## src/rtl/min_max_envelope_history_core_assert.svh

```systemverilog
// Assertion macros used by the envelope history core.
`ifndef MIN_MAX_ENVELOPE_HISTORY_CORE_ASSERT_SVH
`define MIN_MAX_ENVELOPE_HISTORY_CORE_ASSERT_SVH

// The consequent must hold in the same cycle as the antecedent.
`define MMEH_ASSERT_SAME(label, ante, cons) \
	label: assert property (@(posedge clk) disable iff (!arst_n) (ante) |-> (cons)) \
		else $error("envelope history check failed in the same cycle");

// The consequent must hold in the cycle after the antecedent.
`define MMEH_ASSERT_NEXT(label, ante, cons) \
	label: assert property (@(posedge clk) disable iff (!arst_n) (ante) |=> (cons)) \
		else $error("envelope history check failed in the next cycle");

`endif

```

## src/rtl/mmeh_pkg.sv

```systemverilog
`default_nettype none

package mmeh_pkg;

	localparam int VAL_W = 8;
	localparam int IDX_W = 7;

	localparam logic [1:0] CMD_SAMPLE = 2'd0;
	localparam logic [1:0] CMD_TICK   = 2'd1;
	localparam logic [1:0] CMD_READ   = 2'd2;
	localparam logic [1:0] CMD_NONE   = 2'd3;

	localparam logic REG_WINDOW_LOW  = 1'b0;
	localparam logic REG_WINDOW_HIGH = 1'b1;

	localparam logic [VAL_W-1:0] WINDOW_LOW_RESET  = 8'd127;
	localparam logic [VAL_W-1:0] WINDOW_HIGH_RESET = 8'd167;

	typedef logic [VAL_W-1:0] value_t;
	typedef logic [IDX_W-1:0] slot_idx_t;

	typedef struct packed {
		slot_idx_t slot;
		value_t    lo;
		value_t    hi;
	} fold_t;

endpackage

`default_nettype wire

```

## src/rtl/mmeh_fold.sv

```systemverilog
`default_nettype none

module mmeh_fold #(
	parameter int SLOTS = 80
) (
	input  wire logic              advance,
	input  wire mmeh_pkg::value_t  sample,
	input  wire logic [$clog2(SLOTS)-1:0] cur_slot,
	input  wire mmeh_pkg::value_t  cur_lo,
	input  wire mmeh_pkg::value_t  cur_hi,
	output mmeh_pkg::fold_t        result
);

	localparam int CW = $clog2(SLOTS);
	localparam logic [CW-1:0] LAST = CW'(SLOTS - 1);

	logic [CW-1:0]    next_slot;
	mmeh_pkg::value_t base_lo;
	mmeh_pkg::value_t base_hi;

	// A tick with link_up seeds the new slot with the old range swapped so bars join up.
	always_comb begin
		next_slot = cur_slot;
		base_lo   = cur_lo;
		base_hi   = cur_hi;
		if (advance) begin
			next_slot = (cur_slot == LAST) ? '0 : cur_slot + CW'(1);
			base_lo   = cur_hi;
			base_hi   = cur_lo;
		end
		result.slot = mmeh_pkg::IDX_W'(next_slot);
		result.lo   = (sample < base_lo) ? sample : base_lo;
		result.hi   = (sample > base_hi) ? sample : base_hi;
	end

endmodule

`default_nettype wire

```

## src/rtl/mmeh_store.sv

```systemverilog
`default_nettype none

module mmeh_store #(
	parameter int SLOTS = 80
) (
	input  wire logic                      clk,
	input  wire logic                      arst_n,
	input  wire logic                      wr_en,
	input  wire logic [$clog2(SLOTS)-1:0]  wr_addr,
	input  wire mmeh_pkg::value_t          wr_lo,
	input  wire mmeh_pkg::value_t          wr_hi,
	input  wire logic                      rd_en,
	input  wire mmeh_pkg::slot_idx_t       rd_addr,
	output mmeh_pkg::value_t               rd_lo,
	output mmeh_pkg::value_t               rd_hi
);

	localparam int CW = $clog2(SLOTS);
	localparam int DW = 2 * mmeh_pkg::VAL_W;

	logic [DW-1:0]    mem [SLOTS];
	logic [SLOTS-1:0] valid_q;
	logic [DW-1:0]    rd_data_q;
	logic             rd_hit_q;
	logic             rd_in_range;

	assign rd_in_range = ({1'b0, rd_addr} < (mmeh_pkg::IDX_W + 1)'(SLOTS));

	always_ff @(posedge clk) begin
		if (wr_en) begin
			mem[wr_addr] <= {wr_lo, wr_hi};
		end
		if (rd_en) begin
			rd_data_q <= mem[rd_addr[CW-1:0]];
		end
	end

	// Entries never written since reset read as zero.
	always_ff @(posedge clk or negedge arst_n) begin
		if (!arst_n) begin
			valid_q  <= '0;
			rd_hit_q <= 1'b0;
		end else begin
			if (wr_en) begin
				valid_q[wr_addr] <= 1'b1;
			end
			if (rd_en) begin
				rd_hit_q <= rd_in_range && valid_q[rd_addr[CW-1:0]];
			end
		end
	end

	assign rd_lo = rd_hit_q ? rd_data_q[DW-1:mmeh_pkg::VAL_W] : '0;
	assign rd_hi = rd_hit_q ? rd_data_q[mmeh_pkg::VAL_W-1:0] : '0;

endmodule

`default_nettype wire

```

## src/rtl/min_max_envelope_history_core.sv

```systemverilog
// Min/max envelope history ring.
// Input channel: in_valid/in_stall with cmd, sample, link_up and read_index.
// A request is taken at a rising edge with in_valid high and in_stall low.
// Sample and tick requests update the current slot and return its new range
// and the cursor; read requests return a stored slot clamped to the window.
// An unused command is taken and produces no result.
// Output channel: out_valid/out_stall with slot_min, slot_max, slot_number.
// Results pass s1 and the output register. One request is taken every cycle
// while in_stall is low; the current slot lives in registers, so a tick
// needs no memory read, and the slot memory has one write and one read port.
// Configuration: cfg_valid/cfg_ready (always ready); cfg_index selects window
// low (0) or high (1) register; user writes only while idle, not enforced.
// Reset clears the cursor, the current slot and every slot valid bit, so all
// slots read as zero; the window returns to 127..167. No clearing pass runs.
// When out_stall holds a result, one more request is taken into the middle
// stage, then in_stall rises until the output is taken.
`default_nettype none
`include "min_max_envelope_history_core_assert.svh"

module min_max_envelope_history_core #(
	parameter int SLOTS = 80
) (
	input  wire logic                clk,
	input  wire logic                arst_n,
	input  wire logic                in_valid,
	output logic                     in_stall,
	input  wire logic [1:0]          cmd,
	input  wire logic [7:0]          sample,
	input  wire logic                link_up,
	input  wire logic [6:0]          read_index,
	output logic                     out_valid,
	input  wire logic                out_stall,
	output logic [7:0]               slot_min,
	output logic [7:0]               slot_max,
	output logic [6:0]               slot_number,
	input  wire logic                cfg_valid,
	output logic                     cfg_ready,
	input  wire logic                cfg_index,
	input  wire logic [7:0]          cfg_data
);

	localparam int CW = $clog2(SLOTS);
	localparam logic [CW-1:0] LAST = CW'(SLOTS - 1);

	mmeh_pkg::value_t    window_low_q;
	mmeh_pkg::value_t    window_high_q;

	logic [CW-1:0]       cur_q;
	mmeh_pkg::value_t    cur_lo_q;
	mmeh_pkg::value_t    cur_hi_q;

	logic                s1_valid_q;
	logic                is_read_s1;
	mmeh_pkg::value_t    lo_s1;
	mmeh_pkg::value_t    hi_s1;
	mmeh_pkg::slot_idx_t slot_s1;

	logic                out_valid_q;
	mmeh_pkg::value_t    slot_min_q;
	mmeh_pkg::value_t    slot_max_q;
	mmeh_pkg::slot_idx_t slot_number_q;

	logic                accept;
	logic                out_ready;
	logic                is_update;
	logic                advance;
	mmeh_pkg::fold_t     fold;
	mmeh_pkg::value_t    rd_lo;
	mmeh_pkg::value_t    rd_hi;
	mmeh_pkg::value_t    res_min;
	mmeh_pkg::value_t    res_max;

	function automatic mmeh_pkg::value_t clamp(input mmeh_pkg::value_t v,
		input mmeh_pkg::value_t lo, input mmeh_pkg::value_t hi);
		mmeh_pkg::value_t r;
		r = (v < hi) ? v : hi;
		return (r > lo) ? r : lo;
	endfunction

	assign out_ready = !out_valid_q || !out_stall;
	assign in_stall  = s1_valid_q && !out_ready;
	assign accept    = in_valid && !in_stall;
	assign is_update = (cmd == mmeh_pkg::CMD_SAMPLE) || (cmd == mmeh_pkg::CMD_TICK);
	assign advance   = (cmd == mmeh_pkg::CMD_TICK) && link_up;
	assign cfg_ready = 1'b1;

	mmeh_fold #(
		.SLOTS(SLOTS)
	) u_fold (
		.advance (advance),
		.sample  (sample),
		.cur_slot(cur_q),
		.cur_lo  (cur_lo_q),
		.cur_hi  (cur_hi_q),
		.result  (fold)
	);

	mmeh_store #(
		.SLOTS(SLOTS)
	) u_store (
		.clk    (clk),
		.arst_n (arst_n),
		.wr_en  (accept && is_update),
		.wr_addr(fold.slot[CW-1:0]),
		.wr_lo  (fold.lo),
		.wr_hi  (fold.hi),
		.rd_en  (accept && (cmd == mmeh_pkg::CMD_READ)),
		.rd_addr(read_index),
		.rd_lo  (rd_lo),
		.rd_hi  (rd_hi)
	);

	always_ff @(posedge clk or negedge arst_n) begin
		if (!arst_n) begin
			window_low_q  <= mmeh_pkg::WINDOW_LOW_RESET;
			window_high_q <= mmeh_pkg::WINDOW_HIGH_RESET;
		end else if (cfg_valid && cfg_ready) begin
			unique case (cfg_index)
				mmeh_pkg::REG_WINDOW_LOW:  window_low_q  <= cfg_data;
				mmeh_pkg::REG_WINDOW_HIGH: window_high_q <= cfg_data;
				default: ;
			endcase
		end
	end

	always_ff @(posedge clk or negedge arst_n) begin
		if (!arst_n) begin
			cur_q    <= '0;
			cur_lo_q <= '0;
			cur_hi_q <= '0;
		end else if (accept && is_update) begin
			cur_q    <= fold.slot[CW-1:0];
			cur_lo_q <= fold.lo;
			cur_hi_q <= fold.hi;
		end
	end

	always_ff @(posedge clk or negedge arst_n) begin
		if (!arst_n) begin
			s1_valid_q <= 1'b0;
		end else if (accept) begin
			s1_valid_q <= (cmd != mmeh_pkg::CMD_NONE);
		end else if (out_ready) begin
			s1_valid_q <= 1'b0;
		end
	end

	always_ff @(posedge clk) begin
		if (accept) begin
			is_read_s1 <= (cmd == mmeh_pkg::CMD_READ);
			lo_s1      <= fold.lo;
			hi_s1      <= fold.hi;
			slot_s1    <= (cmd == mmeh_pkg::CMD_READ) ? read_index : fold.slot;
		end
	end

	assign res_min = is_read_s1 ? clamp(rd_lo, window_low_q, window_high_q) : lo_s1;
	assign res_max = is_read_s1 ? clamp(rd_hi, window_low_q, window_high_q) : hi_s1;

	always_ff @(posedge clk or negedge arst_n) begin
		if (!arst_n) begin
			out_valid_q <= 1'b0;
		end else if (out_ready) begin
			out_valid_q <= s1_valid_q;
		end
	end

	always_ff @(posedge clk) begin
		if (out_ready && s1_valid_q) begin
			slot_min_q    <= res_min;
			slot_max_q    <= res_max;
			slot_number_q <= slot_s1;
		end
	end

	assign out_valid   = out_valid_q;
	assign slot_min    = slot_min_q;
	assign slot_max    = slot_max_q;
	assign slot_number = slot_number_q;

	`MMEH_ASSERT_SAME(a_cursor_in_range, 1'b1, cur_q <= LAST)
	`MMEH_ASSERT_SAME(a_stall_only_when_full, in_stall, s1_valid_q && out_valid_q && out_stall)
	`MMEH_ASSERT_NEXT(a_unused_cmd_no_result, accept && (cmd == mmeh_pkg::CMD_NONE), !s1_valid_q)
	`MMEH_ASSERT_NEXT(a_tick_wraps, accept && advance && (cur_q == LAST), cur_q == '0)

endmodule

`default_nettype wire

```

## config.mk

```make
export PLATFORM = sky130hd
export DESIGN_NAME = min_max_envelope_history_core
export DESIGN_NICKNAME = d
export VERILOG_FILES = /design/src/rtl/mmeh_pkg.sv /design/src/rtl/mmeh_fold.sv /design/src/rtl/mmeh_store.sv /design/src/rtl/min_max_envelope_history_core.sv
export VERILOG_INCLUDE_DIRS = /design/src /design/src/rtl
export SDC_FILE = /design/constraint.sdc
export NUM_CORES = 1
export LEC_CHECK = 0
export ABC_CLOCK_PERIOD_IN_PS = 4700
export BUFFER_PORTS_ARGS = -buffer_cell sky130_fd_sc_hd__buf_4
export CAP_MARGIN = 25
export CORE_MARGIN = 1.5
export CORE_UTILIZATION = 45
export DETAILED_ROUTE_END_ITERATION = 8
export SKIP_LAST_GASP = 1
export SLEW_MARGIN = 20
export SYNTH_ARGS = -nofsm -noshare
export SYNTH_HDL_FRONTEND = slang
export SYNTH_SLANG_ARGS = --single-unit
```

## constraint.sdc

```tcl
create_clock -name clk -period 4.7 [get_ports clk]
set_input_delay 0.235 -clock clk [delete_from_list [all_inputs] [get_ports clk]]
set_output_delay 0.235 -clock clk [all_outputs]
set_load 0.02 [all_outputs]
```

=== Word level (Yosys, flattened, before mapping) ===
Memories as Yosys holds them, arrays and structs flattened. A register that Yosys moved wholly into a read port is not among the register bits.
Index checks and enable logic that the tools add are counted.

* Mux-type cells: 23
* $lt $le $gt $ge: 10
* Bitwise operators: 2
* Reductions and logical operators: 18
* Equality and inequality tests: 4
* $add $sub $neg: 1

{| class="wikitable"
|+ Operator list
! kind !! count
|-
| $mux W8 || 12
|-
| $or A80 B80 Y80 || 1
|-
| $gt A8 B8 Y1 || 3
|-
| $lt A8 B8 Y1 || 3
|-
| $mux W7 || 3
|-
| $lt A7 B8 Y1 const B || 2
|-
| $logic_and A1 B1 Y1 || 8
|-
| $add A7 B1 Y7 const B || 1
|-
| $bmux W1 S7 || 1
|-
| $demux W1 S7 || 1
|-
| $eq A7 B7 Y1 const B || 1
|-
| $ge A7 B1 Y1 const B || 1
|-
| $lt A7 B7 Y1 const B || 1
|-
| $mux W1 || 6
|-
| $logic_not A1 Y1 || 4
|-
| $reduce_and A2 Y1 || 2
|-
| $eq A2 B1 Y1 const B || 1
|-
| $eq A2 B2 Y1 const B || 1
|-
| $logic_not A2 Y1 || 1
|-
| $logic_or A1 B1 Y1 || 2
|-
| $ne A2 B2 Y1 const B || 1
|-
| $reduce_bool A2 Y1 || 1
|-
| $not A1 Y1 || 1
|}

* Memories kept: 1
* Flip-flop bits (word level): 169
* Input port bits: 32
* Word-level logic and storage cells: 75
* Bits in writable memories: 1280
* Output and inout bits: 26

{| class="wikitable"
|+ Memories
! name !! words !! width !! rd ports !! clocked after Yosys merged registers in !! write ports !! line !! source
|-
| u_store.mem || 80 || 16 || 1 || 1 || 1 || mmeh_store.sv:21 || <nowiki>logic [DW-1:0] mem [SLOTS];</nowiki>
|}

=== Longest topological paths before layout ===
* Word-level depth: 9
* Depth in mapped cells: 16
* Mapped depth without buffers: 14

=== By module ===
From an unflattened synthesis, not the netlist that was laid out.

* Cells, all modules: 2935
* Area total of the unflattened synthesis: 58635.0 um^2

{| class="wikitable"
|+ By module, submodules not included
! module !! sequential area each (um^2) !! cells each !! times used !! area an instance (um^2)
|-
| mmeh_store || 40944.3 || 2506 || 1 || 53463.8
|-
| min_max_envelope_history_core || 2452.4 || 328 || 1 || 4306.6
|-
| mmeh_fold || 0.0 || 101 || 1 || 864.6
|}

=== Least setup slack after synthesis ===
No wires, ideal clock.

* Path kind: input port to flip-flop
* Start point: input port cmd[1]
* End point: register lo_s1[2] (data pin)
* Path buffers: 3
* Stages: 11
* Required time: 4037 ps
* Setup slack: -577 ps
* Arrival: 4613 ps
* Cell sequence: nand3b_1 -> buf_2 -> buf_1 -> mux2i_1 -> ha_1 -> and3_1 -> a221o_1 -> a21oi_1 -> o211ai_1 -> buf_4 -> mux2i_1

{| class="wikitable"
|+ RTL lines
! element !! line !! source
|-
| start: declaration || min_max_envelope_history_core.sv:27 || <nowiki>input wire logic [1:0] cmd,</nowiki>
|-
| end signal: assignment || min_max_envelope_history_core.sv:151 || <nowiki>lo_s1 <= fold.lo;</nowiki>
|-
| end: declaration || min_max_envelope_history_core.sv:54 || <nowiki>mmeh_pkg::value_t lo_s1;</nowiki>
|}

=== Worst setup path in the final report ===
* Start point: register u_store.rd_hit_q
* End point: register slot_max_q[7], in the netlist slot_max[7] (data pin)

* Cells in the longest elaborated chain, start to end: 6

{| class="wikitable"
|+ RTL lines
! element !! line !! source
|-
| start: declaration || mmeh_store.sv:24 || <nowiki>logic rd_hit_q;</nowiki>
|-
| start signal: assignment || mmeh_store.sv:48 || <nowiki>rd_hit_q <= rd_in_range && valid_q[rd_addr[CW-1:0]];</nowiki>
|-
| $mux W8 (*) || mmeh_store.sv:54 || <nowiki>assign rd_hi = rd_hit_q ? rd_data_q[mmeh_pkg::VAL_W-1:0] : '0;</nowiki>
|-
| $lt A8 B8 Y1 || min_max_envelope_history_core.sv:76 || <nowiki>r = (v < hi) ? v : hi;</nowiki>
|-
| $mux W8 (*) || min_max_envelope_history_core.sv:76 ||
|-
| $gt A8 B8 Y1 || min_max_envelope_history_core.sv:77 || <nowiki>return (r > lo) ? r : lo;</nowiki>
|-
| $mux W8 (*) || min_max_envelope_history_core.sv:77 ||
|-
| $mux W8 (*) || min_max_envelope_history_core.sv:158 || <nowiki>assign res_max = is_read_s1 ? clamp(rd_hi, window_low_q, window_high_q) : hi_s1;</nowiki>
|-
| via res_max[7] || min_max_envelope_history_core.sv:71 || <nowiki>mmeh_pkg::value_t res_max;</nowiki>
|-
| end signal: assignment || min_max_envelope_history_core.sv:171 || <nowiki>slot_max_q <= res_max;</nowiki>
|-
| end: declaration || min_max_envelope_history_core.sv:60 || <nowiki>mmeh_pkg::value_t slot_max_q;</nowiki>
|}

Mark *: on every way through the listed nets, which the timed path passes. The rest lies on a longest branch.
A chain may end at the register's enable or synchronous reset.

==> results.txt <==
The flow ran to the end, and the final reports show no timing, DRC or antenna violations. The count of input and output buffers is 56. The overall routing resource usage is 0.229, and the detailed-route wire length per cell is 29.1 um. TritonCTS built the clock tree. The library cells used most frequently in the layout, excluding fill and tap cells, are sky130_fd_sc_hd__edfxtp_1, sky130_fd_sc_hd__mux4_2, sky130_fd_sc_hd__buf_4. The number of antenna violations at the first check in global routing was 7. For the pin with the worst max-slew slack, the measured transition is 0.923 ns.

Along the worst path, the maximum fanout reaches 13. Setup repair after global routing left no endpoint under its margin. VDD sags by at most 595 uV. The proportion of netlist area held by the largest area contributor works out to 0.689.

STA classifies the critical path startpoint as a register. Across the routed clock network, the largest skew measured is 0.0357 ns. The clock tree synthesis step divided the H-tree into 4 levels. The via count of the first global-routing pass is 30.9k. Counting I/O delays and the setup requirement, the final critical path takes 4.34 ns. The total area inside the core boundary comes to 129,000 um2. The global-route wire length before repair was 217 mm. Endpoint of the most critical register-to-register path: slot_max[7].

Yosys attributes the largest share of cell area to sky130_fd_sc_hd__edfxtp_1, sky130_fd_sc_hd__mux4_2, sky130_fd_sc_hd__dfrtp_1. The number of clock buffers added by TritonCTS is 154. The number of optimization iterations in the first detailed-route pass is 7, and the reported max-cap violation count is 0.

Number of core rows: 132. The path with the worst hold slack has its endpoint at window_low_q[3]. Estimated wirelength of the detail-placed design: 89.6 mm. Worst endpoint data arrival time: 4.85 ns. The power density normalized to cell area came out at 512 nW/um2.

Startpoint of the worst-slack reg-to-reg timing path: u_store.rd_hit_q. The root buffer cell chosen for the clock tree is sky130_fd_sc_hd__clkbuf_16. Count of boundary I/O pins: 58.

The number of nets in the synthesized netlist is 3,080. The part of the Yosys area used for sequential elements is 0.741, and the relative area change from synthesis to final layout is 15.2%. After routing the design area is 67,400 um2. Yosys mapped a number of flops with a built-in enable equal to 1,343. Synthesis instantiated 67 different standard cells from the library. The post-synthesis sequential element count works out to 1,465. Derived from the worst setup path, the maximum achievable clock frequency is 230 MHz.

For this run, design rule violations remaining after detail routing come to 0. The post-cts sizing count was 0. Type of the tightest min-delay check: input port to register. Leaving out fill and tap cells, the most frequent cell in the layout is sky130_fd_sc_hd__edfxtp_1.

The final-report max-slew violation count was 0. The routability-driven placement congestion ratio came out at 0.891. STA classifies the critical path endpoint as a register. Measured along the y axis, the die boundary spans 364 um. Area of the mapped netlist: 58,500 um2. In the routed layout, each cell is associated on average with a via count of 5.95.

The largest total area in the synthesized netlist belongs to sky130_fd_sc_hd__edfxtp_1. The most used flip-flop cell after synthesis is sky130_fd_sc_hd__edfxtp_1. For the clock latency at the later pin of the worst-skew pair, the log shows 0.78 ns.

The number of stages on the worst hold path is 4, and the overall die width is 364 um. The maximum clock path buffer count came out at 3. The tree built by TritonCTS fans out to 1,465 sinks.

For the required time at the worst-slack endpoint, the log shows 5.22 ns. By startpoint and endpoint, the worst setup path is classified as register to register. Setup violations remaining at the end of the flow were counted as 0. The proportion of register bits with asynchronous set or reset after synthesis came out at 0.0833. At the end of the flow, the number of nets in the layout was 3,337.

The logs give 62,200 um2 for the area after detailed placement and 30.5k for the via count. For this block, the routed nets add up to 149 mm of wire. The number of hold buffers added after CTS was 27. The startpoint identified for the worst hold timing path is cfg_valid. The run gives 22.6 nW as the leakage power total. Once placement completed, the tool counted placed cells totaling 4,818.

Entering global routing, the biggest net connects 83 pins. After the first detailed-routing iteration, the DRC count stood at 3,229. In the synthesized netlist, the number of instances is 3,002.

The register-to-register setup slack is 0.36 ns. The portion of the clock cycle consumed by the worst path in the final layout works out to 0.923. The number of cells on the worst reg-to-reg path is 15. The share of post-route cells with drive strength above 1 was 0.263. Global routing finished with a remaining overflow of 0. The number of routed nets with antenna violations is 0, and the clock slew at the register clock pins of the worst setup and hold paths is 0.06 ns.

The run gives 0 as the post-CTS setup buffer count. The post-synthesis area per instance was 19.5 um2. The logs give 0.382 for the worst slew margin relative to its limit and 0.453 for the starting density of the core. The finished layout holds 5,135 standard cells, fillers aside. For the full die area, the log shows 132,000 um2. Final hold violation count: 0. Yosys printed 0 warnings.
-- report_power, final --
part | internal, mW | switching [mW]
Sequential | 17.0 | 0.184
Clock | 6.74 | 5.01
Combinational | 1.50 | 4.16
Total | 25.2 | 9.35
-- cells by family (layout without fill, tap and decap cells) --
logic type / count (synthesis) / in the layout / share of synthesized area
muxes: 502 / 502 / 0.153
and+or+nand+nor: 390 / 390 / 0.0326
other: 1 / 10 / 0.0000641
xor gates and xnor gates: 7 / 7 / 0.00105
adders and majority gates: 46 / 46 / 0.00983
buffers and inverters: 204 / 586 / 0.0163
AOI/OAI and AO/OA: 387 / 387 / 0.0459
DFF: 1465 / 1465 / 0.741
-- sequential cells by signal (all words and copies together), names as in the netlist --
name and cells:
slot_min 8, lo_s1 8, u_store.rd_data_q 16, is_read_s1 1, hi_s1 8, u_store.rd_hit_q 1
slot_number 7, u_store.valid_q 80, out_valid 1, cur_q 7, slot_max 8, window_low_q 8
cur_hi_q 8, slot_s1 7, window_high_q 8, s1_valid_q 1, cur_lo_q 8, u_store.mem 1280
-- through the flow --
step	utilization	hold slack [ns]	total power [mW]	setup WS (ns)	TNS, ns
floorplan	-	-0.0606	20.3	-0.577	-487.47
finish	0.521	0.0592	34.5	0.361	0
global route	0.521	0.0442	35.7	0.164	0
CTS	0.521	0.00455	34.9	0.401	0
global placement	0.481	0.384	22.9	0.450	0
detailed placement	0.481	0.405	23.1	0.412	0
-- layout make-up --
| type | count | area (um2) |
|---|---|---|
| diodes | 9 | 22.5 |
| clock buffers | 203 | 4220 |
| clock inverters | 78 | 673 |
| fillers | 10100 | 61900 |
| inverters | 31 | 116 |
| multi-input cells | 1333 | 14400 |
| flip-flops and latches | 1465 | 43400 |
| well taps | 1742 | 2180 |
| repair buffers | 274 | 2440 |
-- how the worst max path moves through the flow --
stage,slack [ns],cells past startpoint,to,from
after floorplan,-0.58,11,lo_s1[2],cmd[1]
after global placement,0.45,15,slot_max[6],u_store.rd_hit_q
after detailed placement,0.41,15,slot_max[5],u_store.rd_hit_q
after CTS,0.40,15,slot_max[5],u_store.rd_hit_q
after global routing,0.16,15,slot_max[7],u_store.rd_hit_q
final,0.36,15,slot_max[7],u_store.rd_hit_q
-- worst max-delay path, cell delays in order, from the launching register on --
cell	delay [ns]
sky130_fd_sc_hd__dfrtp_1	0.42
sky130_fd_sc_hd__buf_4	0.19
sky130_fd_sc_hd__and2_1	0.16
sky130_fd_sc_hd__ha_1	0.29
sky130_fd_sc_hd__a211oi_1	0.08
sky130_fd_sc_hd__nand2_1	0.10
sky130_fd_sc_hd__a21oi_1	0.05
sky130_fd_sc_hd__nor3_2	0.54
sky130_fd_sc_hd__mux2_2	0.45
sky130_fd_sc_hd__ha_1	0.32
sky130_fd_sc_hd__a21oi_1	0.16
sky130_fd_sc_hd__nor2b_1	0.06
sky130_fd_sc_hd__a2111oi_0	0.40
sky130_fd_sc_hd__a211o_1	0.34
sky130_fd_sc_hd__nor2_1	0.16
sky130_fd_sc_hd__a221o_1	0.35
-- metal layers --
metal,GRT usage,wire length [um]
met1,0.324,63200
met2,0.366,72000
met3,0.0384,9900
met4,0.0721,4050
met5,0,13
-- synth_stat cells, types with 17 or more instances --
cell and number:
sky130_fd_sc_hd__o21ai_0 57, sky130_fd_sc_hd__and2_1 22, sky130_fd_sc_hd__buf_2 53, sky130_fd_sc_hd__nand2_1 81, sky130_fd_sc_hd__o21bai_1 64, sky130_fd_sc_hd__o221ai_1 33, sky130_fd_sc_hd__a22oi_1 44, sky130_fd_sc_hd__mux2i_1 133
sky130_fd_sc_hd__mux2_2 61, sky130_fd_sc_hd__mux4_2 307, sky130_fd_sc_hd__ha_1 46, sky130_fd_sc_hd__clkbuf_1 79, sky130_fd_sc_hd__a21oi_1 71, sky130_fd_sc_hd__nor2b_1 30, sky130_fd_sc_hd__edfxtp_1 1343, sky130_fd_sc_hd__a41oi_1 17
sky130_fd_sc_hd__nor2_1 125, sky130_fd_sc_hd__nand3_1 30, sky130_fd_sc_hd__dfrtp_1 110, sky130_fd_sc_hd__and3_1 38, sky130_fd_sc_hd__inv_1 28
No activity file was read; power rests on OpenSTA's default activity.
